--- config.mk ---
export PLATFORM = sky130hd
export DESIGN_NAME = encoder_speed_estimator
export DESIGN_NICKNAME = d
export VERILOG_FILES = /design/src/rtl/esest_pkg.sv /design/src/rtl/esest_sermul.sv /design/src/rtl/esest_serdiv.sv /design/src/rtl/encoder_speed_estimator.sv
export SDC_FILE = /design/constraint.sdc
export NUM_CORES = 2
export LEC_CHECK = 0
export ABC_AREA = 0
export BUFFER_PORTS_ARGS = -buffer_cell sky130_fd_sc_hd__buf_2
export CAP_MARGIN = 5
export CORE_ASPECT_RATIO = 0.6
export CORE_MARGIN = 10
export CORE_UTILIZATION = 44
export CTS_BUF_LIST = sky130_fd_sc_hd__clkbuf_8 sky130_fd_sc_hd__clkbuf_16
export DETAILED_ROUTE_END_ITERATION = 10
export PLACE_DENSITY = 0.69
export SLEW_MARGIN = 25
export SYNTH_ARGS = -nofsm -noshare
export SYNTH_HDL_FRONTEND = slang
export SYNTH_SLANG_ARGS = --single-unit
--- constraint.sdc ---
create_clock -name i_clk -period 9.72 [get_ports i_clk]
set_clock_uncertainty 0.1 [all_clocks]
set_input_delay 1.944 -clock i_clk [delete_from_list [all_inputs] [get_ports i_clk]]
set_output_delay 1.944 -clock i_clk [all_outputs]
set_load 0.02 [all_outputs]
--- src/rtl/esest_pkg.sv ---
`default_nettype none

package esest_pkg;

    // Field and register widths.
    localparam int POS_W      = 32;
    localparam int SPEED_W    = 32;
    localparam int CPR_W      = 25;
    localparam int RATE_W     = 16;
    localparam int CFG_DATA_W = 25;
    localparam int CFG_IDX_W  = 1;

    // Default width of the period counter.
    localparam int PERIOD_COUNT_W_DEF = 16;

    // Datapath widths.
    localparam int DELTA_W = 33;               // wrapped difference, signed
    localparam int MAG_W   = 32;               // magnitude of the wrapped difference
    localparam int PROD_W  = MAG_W + RATE_W;   // |delta| * rate
    localparam int DIV_W   = 57;               // dividend magnitude of the shared divider
    localparam int NUM_W   = DIV_W + 1;        // signed numerator of the average
    localparam int S19_W   = 37;               // 19 * speed, signed

    // Q23.8 scaling and filter constants.
    localparam int Q_SHIFT     = 8;
    localparam int AVG_DIVISOR = 20;

    // Register indexes of the configuration port.
    localparam logic [CFG_IDX_W-1:0] REG_CPR  = 1'b0;
    localparam logic [CFG_IDX_W-1:0] REG_RATE = 1'b1;

    localparam logic [CPR_W-1:0]  CPR_RESET  = 25'd4096;
    localparam logic [RATE_W-1:0] RATE_RESET = 16'd1000;

    typedef enum logic [3:0] {
        ST_IDLE,
        ST_DIFF,
        ST_WRAP,
        ST_SIGN,
        ST_MUL,
        ST_TERM,
        ST_SUM,
        ST_AVG,
        ST_QUOT,
        ST_LIMIT,
        ST_DONE
    } t_state;

    // What the finished item does to the stored state.
    typedef enum logic [1:0] {
        K_COUNT,
        K_FIRST,
        K_UPDATE,
        K_CLAMP
    } t_kind;

endpackage

`default_nettype wire

--- src/rtl/esest_sermul.sv ---
`default_nettype none

// Shift-and-add multiplier, one multiplier bit per cycle.
module esest_sermul
    import esest_pkg::*;
(
    input  wire logic              i_clk,
    input  wire logic              i_rst_n,
    input  wire logic              i_start,
    input  wire logic [MAG_W-1:0]  i_mcand,
    input  wire logic [RATE_W-1:0] i_mplr,
    output logic                   o_done,
    output logic [PROD_W-1:0]      o_prod
);

    localparam int CNT_W = $clog2(RATE_W + 1);

    logic [PROD_W-1:0] r_prod;
    logic [MAG_W-1:0]  r_mcand;
    logic [CNT_W-1:0]  r_cnt;
    logic              r_busy;
    logic              r_done;
    logic [MAG_W:0]    step_sum;

    assign step_sum = {1'b0, r_prod[PROD_W-1:RATE_W]}
                    + (r_prod[0] ? {1'b0, r_mcand} : '0);

    always_ff @(posedge i_clk) begin
        if (!i_rst_n) begin
            r_busy <= 1'b0;
            r_done <= 1'b0;
            r_cnt  <= '0;
        end else begin
            r_done <= 1'b0;
            if (i_start) begin
                r_busy <= 1'b1;
                r_cnt  <= CNT_W'(RATE_W);
            end else if (r_busy) begin
                r_cnt <= r_cnt - 1'b1;
                if (r_cnt == CNT_W'(1)) begin
                    r_busy <= 1'b0;
                    r_done <= 1'b1;
                end
            end
        end
    end

    always_ff @(posedge i_clk) begin
        if (i_start) begin
            r_prod  <= {{MAG_W{1'b0}}, i_mplr};
            r_mcand <= i_mcand;
        end else if (r_busy) begin
            r_prod <= {step_sum, r_prod[RATE_W-1:1]};
        end
    end

    assign o_done = r_done;
    assign o_prod = r_prod;

endmodule

`default_nettype wire

--- src/rtl/esest_serdiv.sv ---
`default_nettype none

// Restoring divider, one quotient bit per cycle, unsigned operands.
module esest_serdiv
    import esest_pkg::*;
#(
    parameter int DVW = 16
) (
    input  wire logic             i_clk,
    input  wire logic             i_rst_n,
    input  wire logic             i_start,
    input  wire logic [DIV_W-1:0] i_dividend,
    input  wire logic [DVW-1:0]   i_divisor,
    output logic                  o_done,
    output logic [DIV_W-1:0]      o_quotient
);

    localparam int CNT_W = $clog2(DIV_W + 1);

    logic [DIV_W-1:0] r_quo;
    logic [DVW-1:0]   r_rem;
    logic [DVW-1:0]   r_dvs;
    logic [CNT_W-1:0] r_cnt;
    logic             r_busy;
    logic             r_done;
    logic [DVW:0]     trial;
    logic [DVW:0]     diff;
    logic             fits;

    assign trial = {r_rem, r_quo[DIV_W-1]};
    assign diff  = trial - {1'b0, r_dvs};
    assign fits  = trial >= {1'b0, r_dvs};

    always_ff @(posedge i_clk) begin
        if (!i_rst_n) begin
            r_busy <= 1'b0;
            r_done <= 1'b0;
            r_cnt  <= '0;
        end else begin
            r_done <= 1'b0;
            if (i_start) begin
                r_busy <= 1'b1;
                r_cnt  <= CNT_W'(DIV_W);
            end else if (r_busy) begin
                r_cnt <= r_cnt - 1'b1;
                if (r_cnt == CNT_W'(1)) begin
                    r_busy <= 1'b0;
                    r_done <= 1'b1;
                end
            end
        end
    end

    always_ff @(posedge i_clk) begin
        if (i_start) begin
            r_quo <= i_dividend;
            r_rem <= '0;
            r_dvs <= i_divisor;
        end else if (r_busy) begin
            r_quo <= {r_quo[DIV_W-2:0], fits};
            r_rem <= fits ? diff[DVW-1:0] : trial[DVW-1:0];
        end
    end

    assign o_done     = r_done;
    assign o_quotient = r_quo;

endmodule

`default_nettype wire

--- src/rtl/encoder_speed_estimator.sv ---
`default_nettype none

// Channel   Direction  Handshake                Payload
// -------   ---------  -----------------------  ------------------------------------
// sample    in         i_in_valid / o_in_ready  i_mode, i_encoder_position
// speed     out        o_out_valid/ i_out_ready o_speed_estimate (signed Q23.8)
// config    in         i_cfg_we (no wait)       i_cfg_index, i_cfg_data
//
// Every accepted item produces exactly one speed item. An error sample or the
// first valid reading goes from the difference state straight to the done
// state. A valid reading with a difference of at least 4 counts runs 16 steps
// of the serial multiplier and two 57-step passes through the shared serial
// divider (the update term, then the division by 20 of the average). A small
// difference takes one divider pass, for the clamp limit.
// Reset is synchronous and active low; it restores the register defaults
// (4096 counts per revolution, 1000 Hz) and clears speed, count and position.
// The block takes one item at a time. A finished result waits in the output
// register, and the next item is accepted and worked on meanwhile; it stalls
// only at its own end until the previous result has been taken.
module encoder_speed_estimator
    import esest_pkg::*;
#(
    parameter int PERIOD_COUNT_WIDTH = PERIOD_COUNT_W_DEF
) (
    input  wire logic                  i_clk,
    input  wire logic                  i_rst_n,
    input  wire logic                  i_in_valid,
    output logic                       o_in_ready,
    input  wire logic                  i_mode,
    input  wire logic [POS_W-1:0]      i_encoder_position,
    output logic                       o_out_valid,
    input  wire logic                  i_out_ready,
    output logic [SPEED_W-1:0]         o_speed_estimate,
    input  wire logic                  i_cfg_we,
    input  wire logic [CFG_IDX_W-1:0]  i_cfg_index,
    input  wire logic [CFG_DATA_W-1:0] i_cfg_data
);

    localparam int PCW = PERIOD_COUNT_WIDTH;
    // The divisor is either the incremented period count or the constant 20.
    localparam int DVW = (PCW > 5) ? PCW : 5;

    // Configuration registers.
    logic [CPR_W-1:0]  r_cpr;
    logic [RATE_W-1:0] r_rate;

    // Architectural state.
    logic                      r_awaiting;
    logic [POS_W-1:0]          r_last;
    logic [PCW-1:0]            r_periods;
    logic signed [SPEED_W-1:0] r_speed;

    // Sequencer and per-item working registers.
    t_state                    r_state, n_state;
    t_kind                     r_kind;
    logic                      r_mode;
    logic [POS_W-1:0]          r_pos;
    logic [POS_W-1:0]          r_diff;
    logic signed [DELTA_W-1:0] r_delta;
    logic                      r_neg;
    logic signed [S19_W-1:0]   r_s19;
    logic signed [NUM_W-1:0]   r_num;
    logic [SPEED_W-1:0]        r_new_speed;
    logic                      r_out_valid;
    logic [SPEED_W-1:0]        r_out_data;

    // Unit handshakes.
    logic               mul_start, mul_done;
    logic [PROD_W-1:0]  mul_prod;
    logic               div_start, div_done;
    logic [DIV_W-1:0]   div_dividend, div_quo;
    logic [DVW-1:0]     div_divisor;
    logic               commit;

    // Combinational helpers.
    logic [PCW-1:0]            per_inc;
    logic signed [DELTA_W-1:0] diff_s, half_s, cpr_s, wrapped;
    logic [DELTA_W-1:0]        mag;
    logic                      big;
    logic [DIV_W-1:0]          lim_num;
    logic signed [NUM_W-1:0]   num_abs;
    logic signed [S19_W-1:0]   speed_x;
    logic signed [DELTA_W-1:0] lim_s, neg_lim_s, speed_s;
    logic [SPEED_W-1:0]        sat_speed, clamp_speed, n_speed;

    // The period counter saturates at all ones.
    assign per_inc = (r_periods == {PCW{1'b1}}) ? r_periods : r_periods + 1'b1;

    // Wrap the raw difference to half a revolution.
    assign diff_s = $signed({r_diff[POS_W-1], r_diff});
    assign half_s = $signed({9'b0, r_cpr[CPR_W-1:1]});
    assign cpr_s  = $signed({8'b0, r_cpr});

    always_comb begin
        if (diff_s > half_s) begin
            wrapped = diff_s - cpr_s;
        end else if (diff_s < -half_s) begin
            wrapped = diff_s + cpr_s;
        end else begin
            wrapped = diff_s;
        end
    end

    // The wrapped magnitude never exceeds 2^31, so 32 bits carry it.
    assign mag = r_delta[DELTA_W-1] ? DELTA_W'(-r_delta) : DELTA_W'(r_delta);
    assign big = (mag[DELTA_W-1:2] != '0);

    // Clamp limit numerator: 5 * rate * 256 = rate * 1024 + rate * 256.
    assign lim_num = (DIV_W'(r_rate) << 10) + (DIV_W'(r_rate) << 8);

    assign num_abs = r_num[NUM_W-1] ? -r_num : r_num;
    assign speed_x = S19_W'(r_speed);

    // Saturate the signed quotient of the average to 32 bits.
    always_comb begin
        if (!r_neg) begin
            sat_speed = (div_quo[DIV_W-1:SPEED_W-1] != '0) ? 32'h7FFF_FFFF
                                                             : div_quo[SPEED_W-1:0];
        end else if ((div_quo[DIV_W-1:SPEED_W] != '0)
                     || (div_quo[SPEED_W-1] && (div_quo[SPEED_W-2:0] != '0))) begin
            sat_speed = 32'h8000_0000;
        end else begin
            sat_speed = -div_quo[SPEED_W-1:0];
        end
    end

    // Clamp against the limit, which stays below 2^27.
    assign lim_s     = $signed({1'b0, div_quo[SPEED_W-1:0]});
    assign neg_lim_s = -lim_s;
    assign speed_s   = DELTA_W'(r_speed);

    always_comb begin
        if (speed_s > lim_s) begin
            clamp_speed = lim_s[SPEED_W-1:0];
        end else if (speed_s < neg_lim_s) begin
            clamp_speed = neg_lim_s[SPEED_W-1:0];
        end else begin
            clamp_speed = r_speed;
        end
    end

    assign n_speed = ((r_kind == K_UPDATE) || (r_kind == K_CLAMP)) ? r_new_speed : r_speed;

    // Sequencer.
    always_ff @(posedge i_clk) begin
        if (!i_rst_n) begin
            r_state <= ST_IDLE;
        end else begin
            r_state <= n_state;
        end
    end

    always_comb begin
        n_state      = r_state;
        mul_start    = 1'b0;
        div_start    = 1'b0;
        div_dividend = '0;
        div_divisor  = '0;
        commit       = 1'b0;
        unique case (r_state)
            ST_IDLE: begin
                if (i_in_valid) begin
                    n_state = ST_DIFF;
                end
            end
            ST_DIFF: begin
                n_state = (r_mode || r_awaiting) ? ST_DONE : ST_WRAP;
            end
            ST_WRAP: begin
                n_state = ST_SIGN;
            end
            ST_SIGN: begin
                if (big) begin
                    mul_start = 1'b1;
                    n_state   = ST_MUL;
                end else begin
                    div_start    = 1'b1;
                    div_dividend = lim_num;
                    div_divisor  = DVW'(per_inc);
                    n_state      = ST_LIMIT;
                end
            end
            ST_MUL: begin
                if (mul_done) begin
                    div_start    = 1'b1;
                    div_dividend = DIV_W'({mul_prod, {Q_SHIFT{1'b0}}});
                    div_divisor  = DVW'(per_inc);
                    n_state      = ST_TERM;
                end
            end
            ST_TERM: begin
                if (div_done) begin
                    n_state = ST_SUM;
                end
            end
            ST_SUM: begin
                n_state = ST_AVG;
            end
            ST_AVG: begin
                div_start    = 1'b1;
                div_dividend = num_abs[DIV_W-1:0];
                div_divisor  = DVW'(AVG_DIVISOR);
                n_state      = ST_QUOT;
            end
            ST_QUOT: begin
                if (div_done) begin
                    n_state = ST_DONE;
                end
            end
            ST_LIMIT: begin
                if (div_done) begin
                    n_state = ST_DONE;
                end
            end
            ST_DONE: begin
                if (!r_out_valid || i_out_ready) begin
                    commit  = 1'b1;
                    n_state = ST_IDLE;
                end
            end
            default: begin
                n_state = ST_IDLE;
            end
        endcase
    end

    // Working registers along the way.
    always_ff @(posedge i_clk) begin
        unique case (r_state)
            ST_IDLE: begin
                if (i_in_valid) begin
                    r_mode <= i_mode;
                    r_pos  <= i_encoder_position;
                end
            end
            ST_DIFF: begin
                r_diff <= r_pos - r_last;
                r_s19  <= (speed_x <<< 4) + (speed_x <<< 1) + speed_x;
                if (r_mode) begin
                    r_kind <= K_COUNT;
                end else if (r_awaiting) begin
                    r_kind <= K_FIRST;
                end
            end
            ST_WRAP: begin
                r_delta <= wrapped;
            end
            ST_SIGN: begin
                r_neg  <= r_delta[DELTA_W-1];
                r_kind <= big ? K_UPDATE : K_CLAMP;
            end
            ST_TERM: begin
                if (div_done) begin
                    r_num <= r_neg ? -NUM_W'(div_quo) : NUM_W'(div_quo);
                end
            end
            ST_SUM: begin
                r_num <= r_num + NUM_W'(r_s19);
            end
            ST_AVG: begin
                r_neg <= r_num[NUM_W-1];
            end
            ST_QUOT: begin
                if (div_done) begin
                    r_new_speed <= sat_speed;
                end
            end
            ST_LIMIT: begin
                if (div_done) begin
                    r_new_speed <= clamp_speed;
                end
            end
            ST_MUL, ST_DONE: begin
            end
            default: begin
            end
        endcase
    end

    // Stored state and configuration.
    always_ff @(posedge i_clk) begin
        if (!i_rst_n) begin
            r_cpr      <= CPR_RESET;
            r_rate     <= RATE_RESET;
            r_awaiting <= 1'b1;
            r_last     <= '0;
            r_periods  <= '0;
            r_speed    <= '0;
        end else begin
            if (i_cfg_we) begin
                unique case (i_cfg_index)
                    REG_CPR:  r_cpr  <= i_cfg_data[CPR_W-1:0];
                    REG_RATE: r_rate <= i_cfg_data[RATE_W-1:0];
                    default: begin
                    end
                endcase
            end
            if (commit) begin
                r_speed <= n_speed;
                unique case (r_kind)
                    K_COUNT: begin
                        r_periods <= per_inc;
                    end
                    K_FIRST: begin
                        r_awaiting <= 1'b0;
                        r_periods  <= '0;
                        r_last     <= r_pos;
                    end
                    K_UPDATE: begin
                        r_periods <= '0;
                        r_last    <= r_pos;
                    end
                    K_CLAMP: begin
                        r_periods <= per_inc;
                    end
                    default: begin
                    end
                endcase
            end
        end
    end

    // Output register.
    always_ff @(posedge i_clk) begin
        if (!i_rst_n) begin
            r_out_valid <= 1'b0;
        end else if (commit) begin
            r_out_valid <= 1'b1;
        end else if (i_out_ready) begin
            r_out_valid <= 1'b0;
        end
    end

    always_ff @(posedge i_clk) begin
        if (commit) begin
            r_out_data <= n_speed;
        end
    end

    esest_sermul u_mul (
        .i_clk   (i_clk),
        .i_rst_n (i_rst_n),
        .i_start (mul_start),
        .i_mcand (mag[MAG_W-1:0]),
        .i_mplr  (r_rate),
        .o_done  (mul_done),
        .o_prod  (mul_prod)
    );

    esest_serdiv #(
        .DVW (DVW)
    ) u_div (
        .i_clk      (i_clk),
        .i_rst_n    (i_rst_n),
        .i_start    (div_start),
        .i_dividend (div_dividend),
        .i_divisor  (div_divisor),
        .o_done     (div_done),
        .o_quotient (div_quo)
    );

    assign o_in_ready       = (r_state == ST_IDLE);
    assign o_out_valid      = r_out_valid;
    assign o_speed_estimate = r_out_data;

endmodule

`default_nettype wire

==> results.yml <==
global_routing:
  vias_in_the_first_global_route: 33500
  grt_pass1_wl_um: 204000
  grt_max_degree: 80
  globalRouteTotalUtil_pct: 23.0
  global_route.overflow_total: 0
  grt_antenna_before_repair: 2
worst_setup_path:
  start_kind: "register"
  cp.arrival_ns: 7.45
  timing.setup.critical_path_class: "reg2reg"
  worst_path_largest_cell_delay_ns: 0.90
  path_max_fanout: 34
  critPathRequiredTime_ns: 10.02
  setup.worst_path.end_class: "register"
  cpMaxStageDelayCell: "sky130_fd_sc_hd__a21oi_1"
  crit_path_cell_trace: "or3_1 > or4_1 > nor2_1 > nand2_1 > or3_1 > or3_1 > xnor2_1 > ha_1 > a21o_1 > a21oi_1 > o21ai_0 > a2111oi_0 > o21ai_0 > mux2i_4 > buf_4 > a21oi_1 > a21oi_1 > or3_1"
  cell_with_the_most_instances_on_the_worst_path: "sky130_fd_sc_hd__or3_1"
logic_synthesis:
  synth-warning-count: 0
  synth_area_mm2: 0.0429
  post_synthesis_cell_count: 4768
  synth_enable_flop_cells: 381
  synth-seq-area-share_pct: 35.5
  ys_seq_elements: 571
  postSynthAreaPerCell_um2: 9.00
  synth-main-ff-cell: "sky130_fd_sc_hd__edfxtp_1"
  synth.distinct_cells: 87
  synthesized_net_count: 5238
  synthArstFlopShare_pct: 0
die:
  initial_core_util_pct: 44.5
  core_mm2: 0.0965
  die_height_um: 262
  std_cell_rows: 88
  io-pin-count: 98
  die-area_mm2: 0.111
  dieWidth_um: 423
timing:
  worst_hold_slack_ns: 0.364
  layout_worst_path_cycle_share_pct: 73.5
  fmax_mhz: 140
  maxSlewViolCount: 0
  setup_viol_count_final: 0
  unrepaired_setup_endpoints_after_global_routing: "false"
  setup_total_negative_slack_ns: 0
  max_slew.worst_pin.slew_ns: 1.07
  max_slew_margin_pct: 28.3
  final-hold-violation-count: 0
  finalCriticalPeriod_ns: 7.15
status:
  status: "finished, final reports clean"
clocking:
  clockRootBuffer: "sky130_fd_sc_hd__clkbuf_16"
  clockBufferDepth: 3
  cts_hold_buffers: 0
  tritoncts.num_buffers: 59
  cts-resized-gates: 0
  htree_num_levels: 2
  clock_latency_ns: 0.70
  tritoncts: "yes"
  tritoncts_num_sinks: 571
  cts.clk_slew.worst_paths_ns: 0.07
  cts_setup_buffers: 0
routing:
  wire_length_per_cell_after_detailed_routing_um: 21.7
  dr.pass1.iters: 6
  viasPerCell: 6.03
  wl_um: 133000
  drt_iter0_markers: 4244
  drc: 0
  via_count: 36900
  detail-route-antenna-nets: 0
power:
  max-vdd-ir-drop_uv: 159
  cellLeakagePower_nw: 17.9
  power.density_cell_area_mw_per_mm2: 206
placed_design:
  finalWeightedCongestion: 1.07
  io_buffers: 97
  hpwlAfterDp_um: 103000
cells_and_area:
  finish.net_count: 5234
  area_growth_pct: 8.86
  layout-drive-gt1-share_pct: 7.95
min_path:
  min-delay-path-class: "reg2reg"
run:
  max-cap-violations: 0
-- power by group --
part	total (mW)	internal, mW	switching, mW
registers	3.48	3.07	0.409
logic	3.73	1.49	2.24
clock network	2.39	1.30	1.09
total	9.60	5.86	3.75
-- area by class of cell --
cell class | instances | area (um2)
Antenna cell | 1 | 2.50
Clock buffer | 74 | 1710
Clock inverter | 38 | 297
Fill cell | 9095 | 49700
Inverter | 220 | 826
Multi-Input combinational cell | 3771 | 26200
Sequential cell | 571 | 15200
Tap cell | 1305 | 1630
Timing Repair Buffer | 141 | 831
-- cells in the mapped netlist (35+ instances only) --
master | instances | share of area [%]
sky130_fd_sc_hd__inv_1 | 219 | 1.9
sky130_fd_sc_hd__nand4_1 | 55 | 0.80
sky130_fd_sc_hd__nor4_1 | 38 | 0.55
sky130_fd_sc_hd__a31oi_1 | 38 | 0.55
sky130_fd_sc_hd__o31ai_1 | 41 | 0.72
sky130_fd_sc_hd__dfxtp_1 | 190 | 8.9
sky130_fd_sc_hd__clkbuf_1 | 179 | 1.6
sky130_fd_sc_hd__mux2_2 | 60 | 1.6
sky130_fd_sc_hd__xor2_1 | 102 | 2.1
sky130_fd_sc_hd__edfxtp_1 | 381 | 27
sky130_fd_sc_hd__nand2_1 | 516 | 4.5
sky130_fd_sc_hd__nand2b_1 | 56 | 0.82
sky130_fd_sc_hd__o21a_1 | 55 | 0.96
sky130_fd_sc_hd__a21boi_0 | 116 | 2.0
sky130_fd_sc_hd__fa_1 | 36 | 1.7
sky130_fd_sc_hd__ha_1 | 370 | 11
sky130_fd_sc_hd__or3_1 | 55 | 0.80
sky130_fd_sc_hd__and2_1 | 66 | 0.96
sky130_fd_sc_hd__nand3_1 | 74 | 0.86
sky130_fd_sc_hd__nor3_1 | 97 | 1.1
sky130_fd_sc_hd__a211oi_1 | 40 | 0.70
sky130_fd_sc_hd__and3_1 | 40 | 0.58
sky130_fd_sc_hd__xnor2_1 | 267 | 5.4
sky130_fd_sc_hd__nor2b_1 | 57 | 0.83
sky130_fd_sc_hd__nor2_1 | 367 | 3.2
sky130_fd_sc_hd__o21bai_1 | 35 | 0.61
sky130_fd_sc_hd__o21ai_0 | 303 | 3.5
sky130_fd_sc_hd__a21oi_1 | 342 | 4.0
sky130_fd_sc_hd__mux2i_1 | 48 | 1.1
sky130_fd_sc_hd__a21o_1 | 111 | 1.9
-- metal layers --
layer,vias up,part of all wire [%],wire length [um],global-route usage (%)
li1,17500,-,-,-
met1,17600,50,65900,37.4
met2,1758,37,48600,29.0
met3,128,12,16200,6.40
met4,2,1.6,2140,4.11
met5,-,0.0090,12,0
-- critical path, delay by kind of cell (launching register included) --
family / cells / cell delay (ns)
flip-flops: 1 / 0.52
buffers and inverters: 1 / 0.33
AO/OA/AOI/OAI: 7 / 2.15
XOR/XNOR: 1 / 0.24
AND/OR/NAND/NOR: 7 / 2.89
multiplexers: 1 / 0.33
adder cells (fa/ha/maj): 1 / 0.29
-- per-stage QoR --
| stage | utilization (%) | cells | setup WS (ns) | instance area, um2 | power (mW) |
|---|---|---|---|---|---|
| after floorplan | - | 4768 | 3.10 | 42900 | 6.09 |
| after global placement | 46.3 | 6007 | 2.90 | 44700 | 7.06 |
| after detailed placement | 46.3 | 6007 | 2.91 | 44700 | 7.13 |
| after CTS | 48.4 | 6119 | 2.86 | 46700 | 9.54 |
| after global routing | 48.4 | 6120 | 2.43 | 46700 | 10.2 |
| final | 48.4 | 6121 | 2.57 | 46700 | 9.60 |
-- placed cells by master, fill, tap and decap left out, drive strengths merged, types with 17 or more instances in the layout --
master  instances
a21o          111
edfxtp        381
a31oi          38
clkinv         23
o41ai          20
nor2          367
or3            55
o31ai          41
o21bai         35
nand2b         57
o221ai         19
inv           230
nor3           98
xor2          102
o21ai         303
a211oi         40
nor2b          57
a21boi        116
dfxtp         190
a21oi         342
ha            370
o211ai         22
nand3          75
nand2         516
buf           141
clkbuf         74
or2            23
and3           40
o21a           55
or4            21
a221oi         17
nand4          56
mux2           76
fa             36
nor4           42
xnor2         267
a221o          34
and2           68
mux2i          48
o22ai          25
-- worst paths after layout --
kind,start,endpoint,slack (ns),cells after the start
max,u_div.o_quotient[2],r_new_speed[0],2.57,18
min,r_awaiting,r_awaiting,0.36,2
max reg2reg,u_div.o_quotient[2],r_new_speed[0],2.57,18
min reg2reg,r_awaiting,r_awaiting,0.36,2
-- registers in the layout, summed over array words and instances, names as in the netlist, 4 cells and up --
name	flops
u_mul.o_prod	48
u_mul.r_cnt	5
u_div.r_rem	16
r_diff	32
r_rate	16
u_div.r_cnt	6
r_num	58
o_speed_estimate	32
u_mul.r_mcand	32
r_speed	32
r_s19	37
r_state	4
r_cpr	25
u_div.r_dvs	16
r_pos	32
r_last	32
u_div.o_quotient	57
r_new_speed	32
r_delta	33
r_periods	16
-- cell families (layout without fill, tap and decap cells) --
group	after synthesis	after routing	synth area share [%]
xor gates and xnor gates	369	369	7.53
DFF	571	571	35.5
adders and majority gates	406	406	12.5
other	0	1	0
muxes	124	124	3.11
AOI/OAI and AO/OA	1356	1356	20.6
and+or+nand+nor	1516	1516	16.9
buffers and inverters	426	473	3.82
No activity file was read; power rests on OpenSTA's default activity.
